--- src/rtl/fcpa_pkg.sv ---
// ----------------------------------------------------------------------------
// fcpa_pkg: shared types and constants of the fixed cell pool allocator
// Command and status codes, register indexes, and the control structs that
// join the controller and the datapath.
// ----------------------------------------------------------------------------
package fcpa_pkg;

  // Default sizing of the pool.
  localparam int DEF_MAX_BLOCKS = 8;
  localparam int DEF_CELL_SLOTS = 16;

  // Register reset values.
  localparam logic [4:0] CELLS_RESET  = 5'd16;
  localparam logic [3:0] LIMIT_RESET  = 4'd8;
  localparam logic [7:0] GROWTH_RESET = 8'd16;

  // Register indexes on the configuration port.
  localparam logic [1:0] REG_CELLS  = 2'd0;
  localparam logic [1:0] REG_LIMIT  = 2'd1;
  localparam logic [1:0] REG_GROWTH = 2'd2;

  // Item commands.
  localparam logic [1:0] CMD_STATIC  = 2'd0;
  localparam logic [1:0] CMD_DYNAMIC = 2'd1;
  localparam logic [1:0] CMD_FREE    = 2'd2;
  localparam logic [1:0] CMD_NOP     = 2'd3;

  // Result status codes.
  localparam logic [1:0] ST_DONE     = 2'd0;
  localparam logic [1:0] ST_NO_CELL  = 2'd1;
  localparam logic [1:0] ST_AT_LIMIT = 2'd2;

  // Datapath operations issued by the controller.
  typedef enum logic [3:0] {
    DP_NONE,
    DP_LOAD,
    DP_RD_FRONT,
    DP_RD_NC,
    DP_TAKE,
    DP_EXT_SETUP,
    DP_BUILD,
    DP_FREE_RD,
    DP_FREE_COMMIT
  } dp_op_t;

  typedef struct packed {
    dp_op_t     op;
    logic       emit;
    logic [1:0] res_status;
  } dp_cmd_t;

  typedef struct packed {
    logic queue_empty;
    logic at_limit;
    logic free_ok;
    logic cnt_ok;
    logic build_done;
    logic cmd_dynamic;
  } dp_stat_t;

endpackage

--- src/rtl/fcpa_ctrl.sv ---
// ----------------------------------------------------------------------------
// fcpa_ctrl: sequencer of the fixed cell pool allocator
// Steps each item through its read, modify and write cycles and runs the
// block build loop after reset and on pool extension.
// ----------------------------------------------------------------------------
module fcpa_ctrl (
  input  logic               clk,
  input  logic               rst_n,
  input  logic               start,
  input  logic [1:0]         in_command,
  input  fcpa_pkg::dp_stat_t stat,
  output fcpa_pkg::dp_cmd_t  cmd,
  output logic               busy
);
  import fcpa_pkg::*;

  typedef enum logic [8:0] {
    S_IDLE  = 9'b000000001,
    S_A0    = 9'b000000010,
    S_A1    = 9'b000000100,
    S_A2    = 9'b000001000,
    S_D0    = 9'b000010000,
    S_BUILD = 9'b000100000,
    S_F0    = 9'b001000000,
    S_F1    = 9'b010000000,
    S_HOLD  = 9'b100000000
  } state_t;

  state_t state_r, state_nxt;

  // State register; reset starts by building block zero.
  always_ff @(posedge clk) begin
    if (!rst_n) begin
      state_r <= S_BUILD;
    end else begin
      state_r <= state_nxt;
    end
  end

  // Next state and datapath command.
  always_comb begin
    state_nxt      = state_r;
    cmd.op         = DP_NONE;
    cmd.emit       = 1'b0;
    cmd.res_status = ST_DONE;
    unique case (state_r)
      S_IDLE: begin
        if (start) begin
          cmd.op = DP_LOAD;
          unique case (in_command)
            CMD_STATIC:  state_nxt = S_A0;
            CMD_DYNAMIC: state_nxt = S_D0;
            CMD_FREE:    state_nxt = S_F0;
            default:     cmd.emit  = 1'b1;
          endcase
        end
      end
      S_A0: begin
        if (stat.queue_empty) begin
          cmd.emit       = 1'b1;
          cmd.res_status = ST_NO_CELL;
          state_nxt      = S_IDLE;
        end else begin
          cmd.op    = DP_RD_FRONT;
          state_nxt = S_A1;
        end
      end
      S_A1: begin
        cmd.op    = DP_RD_NC;
        state_nxt = S_A2;
      end
      S_A2: begin
        cmd.op    = DP_TAKE;
        cmd.emit  = 1'b1;
        state_nxt = S_IDLE;
      end
      S_D0: begin
        if (!stat.queue_empty) begin
          cmd.op    = DP_RD_FRONT;
          state_nxt = S_A1;
        end else if (stat.at_limit) begin
          cmd.emit       = 1'b1;
          cmd.res_status = ST_AT_LIMIT;
          state_nxt      = S_IDLE;
        end else begin
          cmd.op    = DP_EXT_SETUP;
          state_nxt = S_BUILD;
        end
      end
      S_BUILD: begin
        cmd.op = DP_BUILD;
        if (stat.build_done) begin
          state_nxt = stat.cmd_dynamic ? S_HOLD : S_IDLE;
        end
      end
      S_HOLD: begin
        // The last block write settles before the front block is read.
        state_nxt = S_A0;
      end
      S_F0: begin
        if (stat.free_ok) begin
          cmd.op    = DP_FREE_RD;
          state_nxt = S_F1;
        end else begin
          cmd.emit  = 1'b1;
          state_nxt = S_IDLE;
        end
      end
      S_F1: begin
        if (stat.cnt_ok) begin
          cmd.op = DP_FREE_COMMIT;
        end
        cmd.emit  = 1'b1;
        state_nxt = S_IDLE;
      end
      default: state_nxt = S_IDLE;
    endcase
  end

  assign busy = (state_r != S_IDLE);

endmodule

--- src/rtl/fcpa_dp.sv ---
// ----------------------------------------------------------------------------
// fcpa_dp: datapath of the fixed cell pool allocator
// Holds the configuration, the queue pointers and counters, the per-block
// memories and the cell chain memory, and the result registers.
// ----------------------------------------------------------------------------
module fcpa_dp #(
  parameter int MAX_BLOCKS = fcpa_pkg::DEF_MAX_BLOCKS,
  parameter int CELL_SLOTS = fcpa_pkg::DEF_CELL_SLOTS
) (
  input  logic               clk,
  input  logic               rst_n,
  input  logic               cfg_wr,
  input  logic [1:0]         cfg_index,
  input  logic [7:0]         cfg_data,
  input  logic [1:0]         in_command,
  input  logic [6:0]         in_cell_handle,
  input  fcpa_pkg::dp_cmd_t  cmd,
  output fcpa_pkg::dp_stat_t stat,
  output logic               out_valid,
  output logic [6:0]         out_granted_cell,
  output logic [1:0]         out_status,
  output logic [7:0]         out_free_cells,
  output logic               out_pool_full,
  output logic [3:0]         out_active_blocks
);
  import fcpa_pkg::*;

  localparam int BW    = (MAX_BLOCKS > 1) ? $clog2(MAX_BLOCKS) : 1;
  localparam int CW    = $clog2(CELL_SLOTS);
  localparam int POOL  = MAX_BLOCKS * CELL_SLOTS;
  localparam int AW    = $clog2(POOL);
  localparam int ABW   = $clog2(MAX_BLOCKS + 1);
  localparam int CNTW  = $clog2(CELL_SLOTS + 1);
  localparam int FTW   = $clog2(POOL + 1);
  localparam int PW    = ABW + 8;
  localparam int RST_CELLS = (CELL_SLOTS < 16) ? CELL_SLOTS : 16;

  // Configuration registers.
  logic [4:0] cfg_cells_r;
  logic [3:0] cfg_limit_r;
  logic [7:0] cfg_growth_r;

  always_ff @(posedge clk) begin
    if (!rst_n) begin
      cfg_cells_r  <= CELLS_RESET;
      cfg_limit_r  <= LIMIT_RESET;
      cfg_growth_r <= GROWTH_RESET;
    end else if (cfg_wr) begin
      case (cfg_index)
        REG_CELLS:  cfg_cells_r  <= cfg_data[4:0];
        REG_LIMIT:  cfg_limit_r  <= cfg_data[3:0];
        REG_GROWTH: cfg_growth_r <= cfg_data;
        default: ;
      endcase
    end
  end

  // Control state.
  logic [BW-1:0]   front_r, back_r;
  logic            qempty_r;
  logic [ABW-1:0]  active_r;
  logic [FTW-1:0]  free_total_r;
  logic [1:0]      cmd_r;
  logic [6:0]      handle_r;
  logic [ABW-1:0]  ext_left_r;
  logic [CW-1:0]   bi_r;
  logic [CNTW-1:0] build_cells_r;

  // Memory read data.
  logic [CW-1:0]   hd_rd_r;
  logic [CNTW-1:0] cnt_rd_r;
  logic [BW-1:0]   ql_rd_r;
  logic [CW-1:0]   nc_rd_r;

  // Effective cell count and block limit.
  logic [CNTW-1:0] eff_cells;
  logic [ABW-1:0]  eff_limit;

  always_comb begin
    if (cfg_cells_r == 5'd0) begin
      eff_cells = CNTW'(1);
    end else if (int'(cfg_cells_r) > CELL_SLOTS) begin
      eff_cells = CNTW'(CELL_SLOTS);
    end else begin
      eff_cells = CNTW'(cfg_cells_r);
    end
    if (cfg_limit_r == 4'd0) begin
      eff_limit = ABW'(1);
    end else if (int'(cfg_limit_r) > MAX_BLOCKS) begin
      eff_limit = ABW'(MAX_BLOCKS);
    end else begin
      eff_limit = ABW'(cfg_limit_r);
    end
  end

  // Extension count: max(1, (active * growth) >> 4), capped at the room left.
  logic [PW-1:0] ext_prod;
  logic [PW-1:0] ext_n;
  logic [ABW-1:0] ext_room;
  logic [ABW-1:0] ext_cnt;

  always_comb begin
    ext_prod = PW'(active_r) * PW'(cfg_growth_r);
    ext_n    = ext_prod >> 4;
    ext_room = eff_limit - active_r;
    if (ext_n == '0) begin
      ext_n = PW'(1);
    end
    if (ext_n > PW'(ext_room)) begin
      ext_cnt = ext_room;
    end else begin
      ext_cnt = ABW'(ext_n);
    end
  end

  // Handle decode into block and cell by compares against block bases.
  logic [BW-1:0] fb;
  logic [CW-1:0] fc;
  logic          f_in_range;

  always_comb begin
    fb = '0;
    for (int k = 1; k < MAX_BLOCKS; k++) begin
      if (32'(handle_r) >= k * CELL_SLOTS) begin
        fb = BW'(k);
      end
    end
    f_in_range = 32'(handle_r) < POOL;
    fc = CW'(32'(handle_r) - 32'(fb) * CELL_SLOTS);
  end

  // Addresses into the chain memory.
  logic [BW-1:0] act_blk;
  logic [AW-1:0] front_addr, free_addr, build_addr;
  logic          build_last_cell;

  assign act_blk         = BW'(active_r);
  assign front_addr      = AW'(32'(front_r) * CELL_SLOTS + 32'(hd_rd_r));
  assign free_addr       = AW'(32'(fb) * CELL_SLOTS + 32'(fc));
  assign build_addr      = AW'(32'(act_blk) * CELL_SLOTS + 32'(bi_r));
  assign build_last_cell = (CNTW'(bi_r) + CNTW'(1)) == build_cells_r;

  // Status to the controller.
  assign stat.queue_empty = qempty_r;
  assign stat.at_limit    = active_r >= eff_limit;
  assign stat.free_ok     = f_in_range && (int'(fb) < int'(active_r)) &&
                            (int'(fc) < int'(eff_cells));
  assign stat.cnt_ok      = cnt_rd_r < eff_cells;
  assign stat.build_done  = build_last_cell && (ext_left_r == ABW'(1));
  assign stat.cmd_dynamic = (cmd_r == CMD_DYNAMIC);

  // Memory write ports.
  logic            nc_we, hd_we, cnt_we, ql_we;
  logic [AW-1:0]   nc_wa;
  logic [CW-1:0]   nc_wd;
  logic [BW-1:0]   hd_wa, cnt_wa, ql_wa;
  logic [CW-1:0]   hd_wd;
  logic [CNTW-1:0] cnt_wd;
  logic [BW-1:0]   ql_wd;
  logic [BW-1:0]   blk_ra;

  always_comb begin
    nc_we  = 1'b0;
    hd_we  = 1'b0;
    cnt_we = 1'b0;
    ql_we  = 1'b0;
    nc_wa  = build_addr;
    nc_wd  = build_last_cell ? '0 : CW'(bi_r + CW'(1));
    hd_wa  = act_blk;
    hd_wd  = '0;
    cnt_wa = act_blk;
    cnt_wd = build_cells_r;
    ql_wa  = act_blk;
    ql_wd  = front_r;
    blk_ra = (cmd.op == DP_FREE_RD) ? fb : front_r;
    case (cmd.op)
      DP_BUILD: begin
        nc_we = 1'b1;
        if (build_last_cell) begin
          hd_we  = 1'b1;
          cnt_we = 1'b1;
          ql_we  = !qempty_r;
        end
      end
      DP_TAKE: begin
        hd_we  = 1'b1;
        hd_wa  = front_r;
        hd_wd  = nc_rd_r;
        cnt_we = 1'b1;
        cnt_wa = front_r;
        cnt_wd = cnt_rd_r - CNTW'(1);
      end
      DP_FREE_COMMIT: begin
        nc_we  = 1'b1;
        nc_wa  = free_addr;
        nc_wd  = hd_rd_r;
        hd_we  = 1'b1;
        hd_wa  = fb;
        hd_wd  = fc;
        cnt_we = 1'b1;
        cnt_wa = fb;
        cnt_wd = cnt_rd_r + CNTW'(1);
        ql_we  = !qempty_r && (cnt_rd_r == '0);
        ql_wa  = back_r;
        ql_wd  = fb;
      end
      default: ;
    endcase
  end

  // Cell chain memory.
  logic [CW-1:0] nc_mem [POOL];

  always_ff @(posedge clk) begin
    if (nc_we) begin
      nc_mem[nc_wa] <= nc_wd;
    end
    nc_rd_r <= nc_mem[front_addr];
  end

  // Per-block memories: free list head, free count and queue link.
  logic [CW-1:0]   hd_mem  [MAX_BLOCKS];
  logic [CNTW-1:0] cnt_mem [MAX_BLOCKS];
  logic [BW-1:0]   ql_mem  [MAX_BLOCKS];

  always_ff @(posedge clk) begin
    if (hd_we) begin
      hd_mem[hd_wa] <= hd_wd;
    end
    hd_rd_r <= hd_mem[blk_ra];
  end

  always_ff @(posedge clk) begin
    if (cnt_we) begin
      cnt_mem[cnt_wa] <= cnt_wd;
    end
    cnt_rd_r <= cnt_mem[blk_ra];
  end

  always_ff @(posedge clk) begin
    if (ql_we) begin
      ql_mem[ql_wa] <= ql_wd;
    end
    ql_rd_r <= ql_mem[front_r];
  end

  // Queue pointers, counters and build loop.
  always_ff @(posedge clk) begin
    if (!rst_n) begin
      front_r       <= '0;
      back_r        <= '0;
      qempty_r      <= 1'b1;
      active_r      <= '0;
      free_total_r  <= '0;
      cmd_r         <= CMD_NOP;
      ext_left_r    <= ABW'(1);
      bi_r          <= '0;
      build_cells_r <= CNTW'(RST_CELLS);
    end else begin
      case (cmd.op)
        DP_LOAD: begin
          cmd_r <= in_command;
        end
        DP_EXT_SETUP: begin
          ext_left_r    <= ext_cnt;
          bi_r          <= '0;
          build_cells_r <= eff_cells;
        end
        DP_BUILD: begin
          if (build_last_cell) begin
            bi_r         <= '0;
            free_total_r <= free_total_r + FTW'(build_cells_r);
            if (qempty_r) begin
              back_r   <= act_blk;
              qempty_r <= 1'b0;
            end
            front_r    <= act_blk;
            active_r   <= active_r + ABW'(1);
            ext_left_r <= ext_left_r - ABW'(1);
          end else begin
            bi_r <= bi_r + CW'(1);
          end
        end
        DP_TAKE: begin
          free_total_r <= free_total_r - FTW'(1);
          if (cnt_rd_r == CNTW'(1)) begin
            if (front_r == back_r) begin
              qempty_r <= 1'b1;
            end else begin
              front_r <= ql_rd_r;
            end
          end
        end
        DP_FREE_COMMIT: begin
          free_total_r <= free_total_r + FTW'(1);
          if (cnt_rd_r == '0) begin
            if (qempty_r) begin
              front_r  <= fb;
              qempty_r <= 1'b0;
            end
            back_r <= fb;
          end
        end
        default: ;
      endcase
    end
  end

  // Handle capture on accept.
  always_ff @(posedge clk) begin
    if (cmd.op == DP_LOAD) begin
      handle_r <= in_cell_handle;
    end
  end

  // Result registers.
  logic       out_valid_r;
  logic [6:0] granted_r;
  logic [1:0] status_r;

  always_ff @(posedge clk) begin
    if (!rst_n) begin
      out_valid_r <= 1'b0;
    end else begin
      out_valid_r <= cmd.emit;
    end
  end

  always_ff @(posedge clk) begin
    if (cmd.emit) begin
      status_r  <= cmd.res_status;
      granted_r <= (cmd.op == DP_TAKE) ? 7'(front_addr) : 7'd0;
    end
  end

  assign out_valid         = out_valid_r;
  assign out_granted_cell  = granted_r;
  assign out_status        = status_r;
  assign out_free_cells    = 8'(free_total_r);
  assign out_pool_full     = qempty_r;
  assign out_active_blocks = 4'(active_r);

endmodule

--- src/rtl/fixed_cell_pool_allocator.sv ---
// ----------------------------------------------------------------------------
// fixed_cell_pool_allocator: cell allocator over a pool of fixed-size blocks
// Each block keeps a LIFO free list; a queue links the blocks with free cells.
// ----------------------------------------------------------------------------
// Usage:
//   Input channel: an item (command, cell handle) is taken when start is high
//   and busy is low. Commands are static allocate, dynamic allocate with pool
//   extension, and free.
//   Result channel: one result per item, shown for one cycle with out_valid.
//   The receiver cannot stall; free_cells, pool_full and active_blocks give
//   the state after the item.
//   Steps: a free checks the handle, reads the block memories and then
//   commits; an allocate reads the block memories and then the chain memory.
//   An extension runs the build loop, writing one chain entry per cycle for
//   each cell of each new block.
//   Reset: block zero, of min(16, CELL_SLOTS) cells, is built by the same loop
//   with busy high; configuration writes are taken at any time but should be
//   made only while idle.
//   Configuration: cfg_ready is always high; cfg_index selects the register.
// ----------------------------------------------------------------------------
module fixed_cell_pool_allocator #(
  parameter int MAX_BLOCKS = fcpa_pkg::DEF_MAX_BLOCKS,
  parameter int CELL_SLOTS = fcpa_pkg::DEF_CELL_SLOTS
) (
  input  logic       clk,
  input  logic       rst_n,
  input  logic       cfg_valid,
  output logic       cfg_ready,
  input  logic [1:0] cfg_index,
  input  logic [7:0] cfg_data,
  input  logic       start,
  output logic       busy,
  input  logic [1:0] in_command,
  input  logic [6:0] in_cell_handle,
  output logic       out_valid,
  output logic [6:0] out_granted_cell,
  output logic [1:0] out_status,
  output logic [7:0] out_free_cells,
  output logic       out_pool_full,
  output logic [3:0] out_active_blocks
);
  import fcpa_pkg::*;

  dp_cmd_t  cmd;
  dp_stat_t stat;

  assign cfg_ready = 1'b1;

  // Sequencer.
  fcpa_ctrl u_ctrl (
    .clk        (clk),
    .rst_n      (rst_n),
    .start      (start),
    .in_command (in_command),
    .stat       (stat),
    .cmd        (cmd),
    .busy       (busy)
  );

  // Datapath with memories and result registers.
  fcpa_dp #(
    .MAX_BLOCKS (MAX_BLOCKS),
    .CELL_SLOTS (CELL_SLOTS)
  ) u_dp (
    .clk               (clk),
    .rst_n             (rst_n),
    .cfg_wr            (cfg_valid & cfg_ready),
    .cfg_index         (cfg_index),
    .cfg_data          (cfg_data),
    .in_command        (in_command),
    .in_cell_handle    (in_cell_handle),
    .cmd               (cmd),
    .stat              (stat),
    .out_valid         (out_valid),
    .out_granted_cell  (out_granted_cell),
    .out_status        (out_status),
    .out_free_cells    (out_free_cells),
    .out_pool_full     (out_pool_full),
    .out_active_blocks (out_active_blocks)
  );

endmodule
--- config.mk ---
export PLATFORM = sky130hd
export DESIGN_NAME = fixed_cell_pool_allocator
export DESIGN_NICKNAME = d
export VERILOG_FILES = /design/src/rtl/fcpa_pkg.sv /design/src/rtl/fcpa_ctrl.sv /design/src/rtl/fcpa_dp.sv /design/src/rtl/fixed_cell_pool_allocator.sv
export SDC_FILE = /design/constraint.sdc
export NUM_CORES = 1
export LEC_CHECK = 0
export BUFFER_PORTS_ARGS = -buffer_cell sky130_fd_sc_hd__buf_4
export CAP_MARGIN = 20
export CORE_ASPECT_RATIO = 1.75
export CORE_MARGIN = 1
export CORE_UTILIZATION = 55
export DETAILED_ROUTE_END_ITERATION = 10
export GPL_TIMING_DRIVEN = 0
export HOLD_SLACK_MARGIN = 0.05
export PLACE_DENSITY_LB_ADDON = 0.2
export RECOVER_POWER = 25
export SKIP_CTS_REPAIR_TIMING = 1
export SYNTH_ARGS = -nofsm -noshare
export SYNTH_HDL_FRONTEND = slang
export SYNTH_SLANG_ARGS = --single-unit
--- constraint.sdc ---
create_clock -name clk -period 9.4 [get_ports clk]
set_input_delay 1.88 -clock clk [delete_from_list [all_inputs] [get_ports clk]]
set_output_delay 1.88 -clock clk [all_outputs]
set_load 0.02 [all_outputs]
==> summary.md <==
| Metric | Value |
|---|---|
| Outcome | complete, but fails checks |
| Failing checks | DRC, capacitance limit, slew limit |
| Clock latency on the worst-skew pair | between 0.6 and 0.7 ns |
| Post-DR vias/cell | 6.33 |
| Adder-cell share of the synthesized area | ~2.8% |
| CTS buffer count | 60 |
| Max H-tree Level | 2 |
| Root buf cell | clkbuf_16 |
| DR WL/cell | roughly 28 µm |
| Main combinational cell family by area after synthesis | multiplexers |
| Fin Hold WS | 0.511 ns |
| Classification of the worst-slack hold path | reg2reg |
| Worst Tran Pin Value | between 1.5 and 2 ns |
| Nets | around 2100 |
| Element type at the critical path start | register |
| Layout cell share with drive strength beyond 1 | between 10% and 20% |
| DP Wirelength | about 54000 µm |
| Max-Cap Viols | 3 |
| Yosys reg bits | roughly 700 |
| Antenna Nets Post-Route | 0 |
| XOR/XNOR share of the synthesized area | less than 1% |
| Critical Path Fanout Max | 40 |
| Final WL | 76300 µm |
| RSZ-0062 raised after global routing | false |
| Register area share after synthesis | approximately two thirds |
| Multiplexer share of the synthesized area | roughly 14% |
| Vias in the first global route | between 15000 and 20000 |
| Setup violators final | 0 |
| Power after layout | about 6.5 mW |
| 1st-pass router iterations | 8 |
| Setup_tns | 0 ns |
| Worst VDD drop | 0.000160 V |
| Number of port buffers | between 40 and 50 |
| Via count | ~17000 |
| CTS Buffer Depth | 3 |
| Pwr dens | 193 mW/mm² |
| Share of the synthesized area in the top cell type | just over 60% |
| Initial Utilization | 55.8% |
| Global-route wire length before repair | about 110000 µm |
| CP cell instances | inv_1 -> nand2_1 -> ha_1 -> a21o_1 -> a211o_1 -> a211o_1 -> clkbuf_1 -> clkbuf_1 -> clkbuf_1 -> nand2_1 -> o21ai_0 -> clkbuf_1 |
| Fmax achieved | approximately 160 MHz |
| Synth-to-layout area growth | 10.7% |
| Avg Synthesized Cell Area | 16.2 µm² |
| Max_slew headroom | -24.4% |
| Gpl congestion | 0.945 |
| CP Class | reg2reg |
| Most frequent cells in the layout | edfxtp_1, nor2_1, mux4_2, clkbuf_1, nand2_1 |
| Die width | 180 µm |
| Ys flop type | edfxtp_1 |
| Critical Path End Type | register |
| # diodes | 0 |
| Top post-synthesis cells by area | edfxtp_1, mux4_2, dfxtp_1 |
| Ys async rst share | 0% |
| Post-synth cell types | between 80 and 90 |
| Remaining DRCs | 7 |
| Initial antenna violation count | 0 |
| Post-synth top area cell | edfxtp_1 |
| Largest net degree at the start of global routing | 85 |
| P_leak | about 11 nW |
| CTS tree | yes |
| Synth Area in Simple Gates | 8.68% |
| Total grt overflow | 0 |
| Period utilization | 65.1% |
| # clock sinks | roughly 700 |
| Die height | between 300 and 400 µm |
| Final Critical Period | 6.12 ns |
| Final Skew | around 0.017 ns |
| Overall Global Routing Usage | roughly 28% |
| Max-slew violations | between 100 and 150 |
| Compound-Gate Fraction of Synth Area | under 10% |
| Buf/Inv on CP | 5 |
| Number of synthesized flops with an enable pin | ~620 |
| Boundary pin count | 48 |
| CP top delay family | buffers and inverters |
| Worst path required time | 9.55 ns |
| Total die area | 0.0562 mm² |
| Core area | between 0.05 and 0.06 mm² |
| Leading cell type in the layout, fill and taps excluded | edfxtp_1 |
| Syn Inst Count | 1875 |
| Slowest cell on crit path | clkbuf_1 |
| Crit path largest cell delay | 1.40 ns |
| CTS clk-pin slew, worst paths | 0.07 ns |
| Synthesized area | about 0.030 mm² |
| Final Util | around three fifths |
| Hold Vio Cnt, Final | 0 |
| Most used cell, CP | clkbuf_1 |
| Synth warnings | 0 |
| Worst Path Arrival | between 6 and 7 ns |
| Synth Net Count | slightly below 2000 |
| 1st-iter DRT viols | roughly 1400 |
| Rows | between 100 and 150 |
-- through the flow --
stage / setup WS (ns) / cells / cell area, µm²
after floorplan: 1.36 / 1875 / 30400
after global placement: -4.37 / 2611 / 31600
after detailed placement: 3.63 / 2624 / 31900
after CTS: 3.58 / 2735 / 33900
after global routing: 2.78 / 2736 / 33700
final: 3.28 / 2736 / 33700
-- where the power goes --
part           switching, mW  total, mW  internal (mW)
Sequential            0.0138       3.56           3.54
Combinational          0.302      0.398         0.0963
Clock                   1.12       2.53           1.41
Total                   1.44       6.49           5.05
-- state kept, by name, indices dropped and copies added, names as in the netlist, 3 cells and up --
register / count
u_dp.nc_mem: 512
u_dp.cnt_mem: 40
u_dp.hd_mem: 32
u_dp.ql_mem: 24
u_ctrl.state_r: 9
u_dp.cfg_growth_r: 8
u_dp.out_free_cells: 8
u_dp.handle_r: 7
u_dp.out_granted_cell: 7
u_dp.build_cells_r: 5
u_dp.cfg_cells_r: 5
u_dp.cnt_rd_r: 5
u_dp.bi_r: 4
u_dp.cfg_limit_r: 4
u_dp.ext_left_r: 4
u_dp.hd_rd_r: 4
u_dp.nc_rd_r: 4
u_dp.out_active_blocks: 4
u_dp.back_r: 3
u_dp.front_r: 3
u_dp.ql_rd_r: 3
-- tightest hold or removal path, stage by stage (launching register included) --
cell	delay [ns]
dfxtp_1	0.32
o21ai_0	0.09
nand2_1	0.07
-- per-layer routing --
layer	routed length (µm)	GRT usage, %	vias up
li1	-	-	7562
met2	42100	52.4	673
met5	0	0	-
met1	25200	29.2	8862
met4	5140	17.6	0
met3	3960	3.35	229
-- area by class of cell --
cell class	instances	area, µm²
plain buffers	107	477
clock buffers	77	1650
clock inverters	34	350
fillers	3908	20800
inverters	52	195
multi-input cells	1015	9370
flip-flops and latches	701	20300
well taps	690	863
repair buffers	60	473
-- synthesized netlist by cell type (8+ instances only) --
cell	instances
a2111oi_0	14
a211oi_1	24
a21o_1	9
a21oi_1	31
and2_1	43
and3_1	26
buf_2	32
clkbuf_1	56
dfxtp_1	77
edfxtp_1	624
fa_1	13
ha_1	48
inv_1	52
mux2i_1	36
mux4_2	166
nand2_1	83
nand2_2	8
nand2b_1	19
nand3_1	34
nand3b_1	11
nor2_1	178
nor2b_1	30
nor3_1	25
nor4_1	13
o211a_1	14
o211ai_1	8
o21ai_0	26
o22ai_1	16
xnor2_1	14
-- final timing paths --
path | depth (start not counted) | startpoint | to | slack, ns
max | 12 | u_dp.cfg_cells_r[4]$_SDFFE_PN1P_ | u_dp.nc_mem[103][0]$_DFFE_PP_ | 3.28
min reg2reg | 2 | u_dp.cmd_r[1]$_SDFFE_PN1N_ | u_dp.cmd_r[1]$_SDFFE_PN1N_ | 0.51
max reg2reg | 12 | u_dp.cfg_cells_r[4]$_SDFFE_PN1P_ | u_dp.nc_mem[103][0]$_DFFE_PP_ | 3.28
min | 2 | u_dp.cmd_r[1]$_SDFFE_PN1N_ | u_dp.cmd_r[1]$_SDFFE_PN1N_ | 0.51
-- logic make-up (layout without fill, tap and decap cells) --
family          count (synthesis)  in the layout
buf+inv                       159            330
other cells                     1              1
flops                         701            701
xor+xnor                       22             22
mux                           204            204
fa+ha+maj                      61             61
compound gates                208            208
simple gates                  519            519
(Power assumes the default switching activity.)
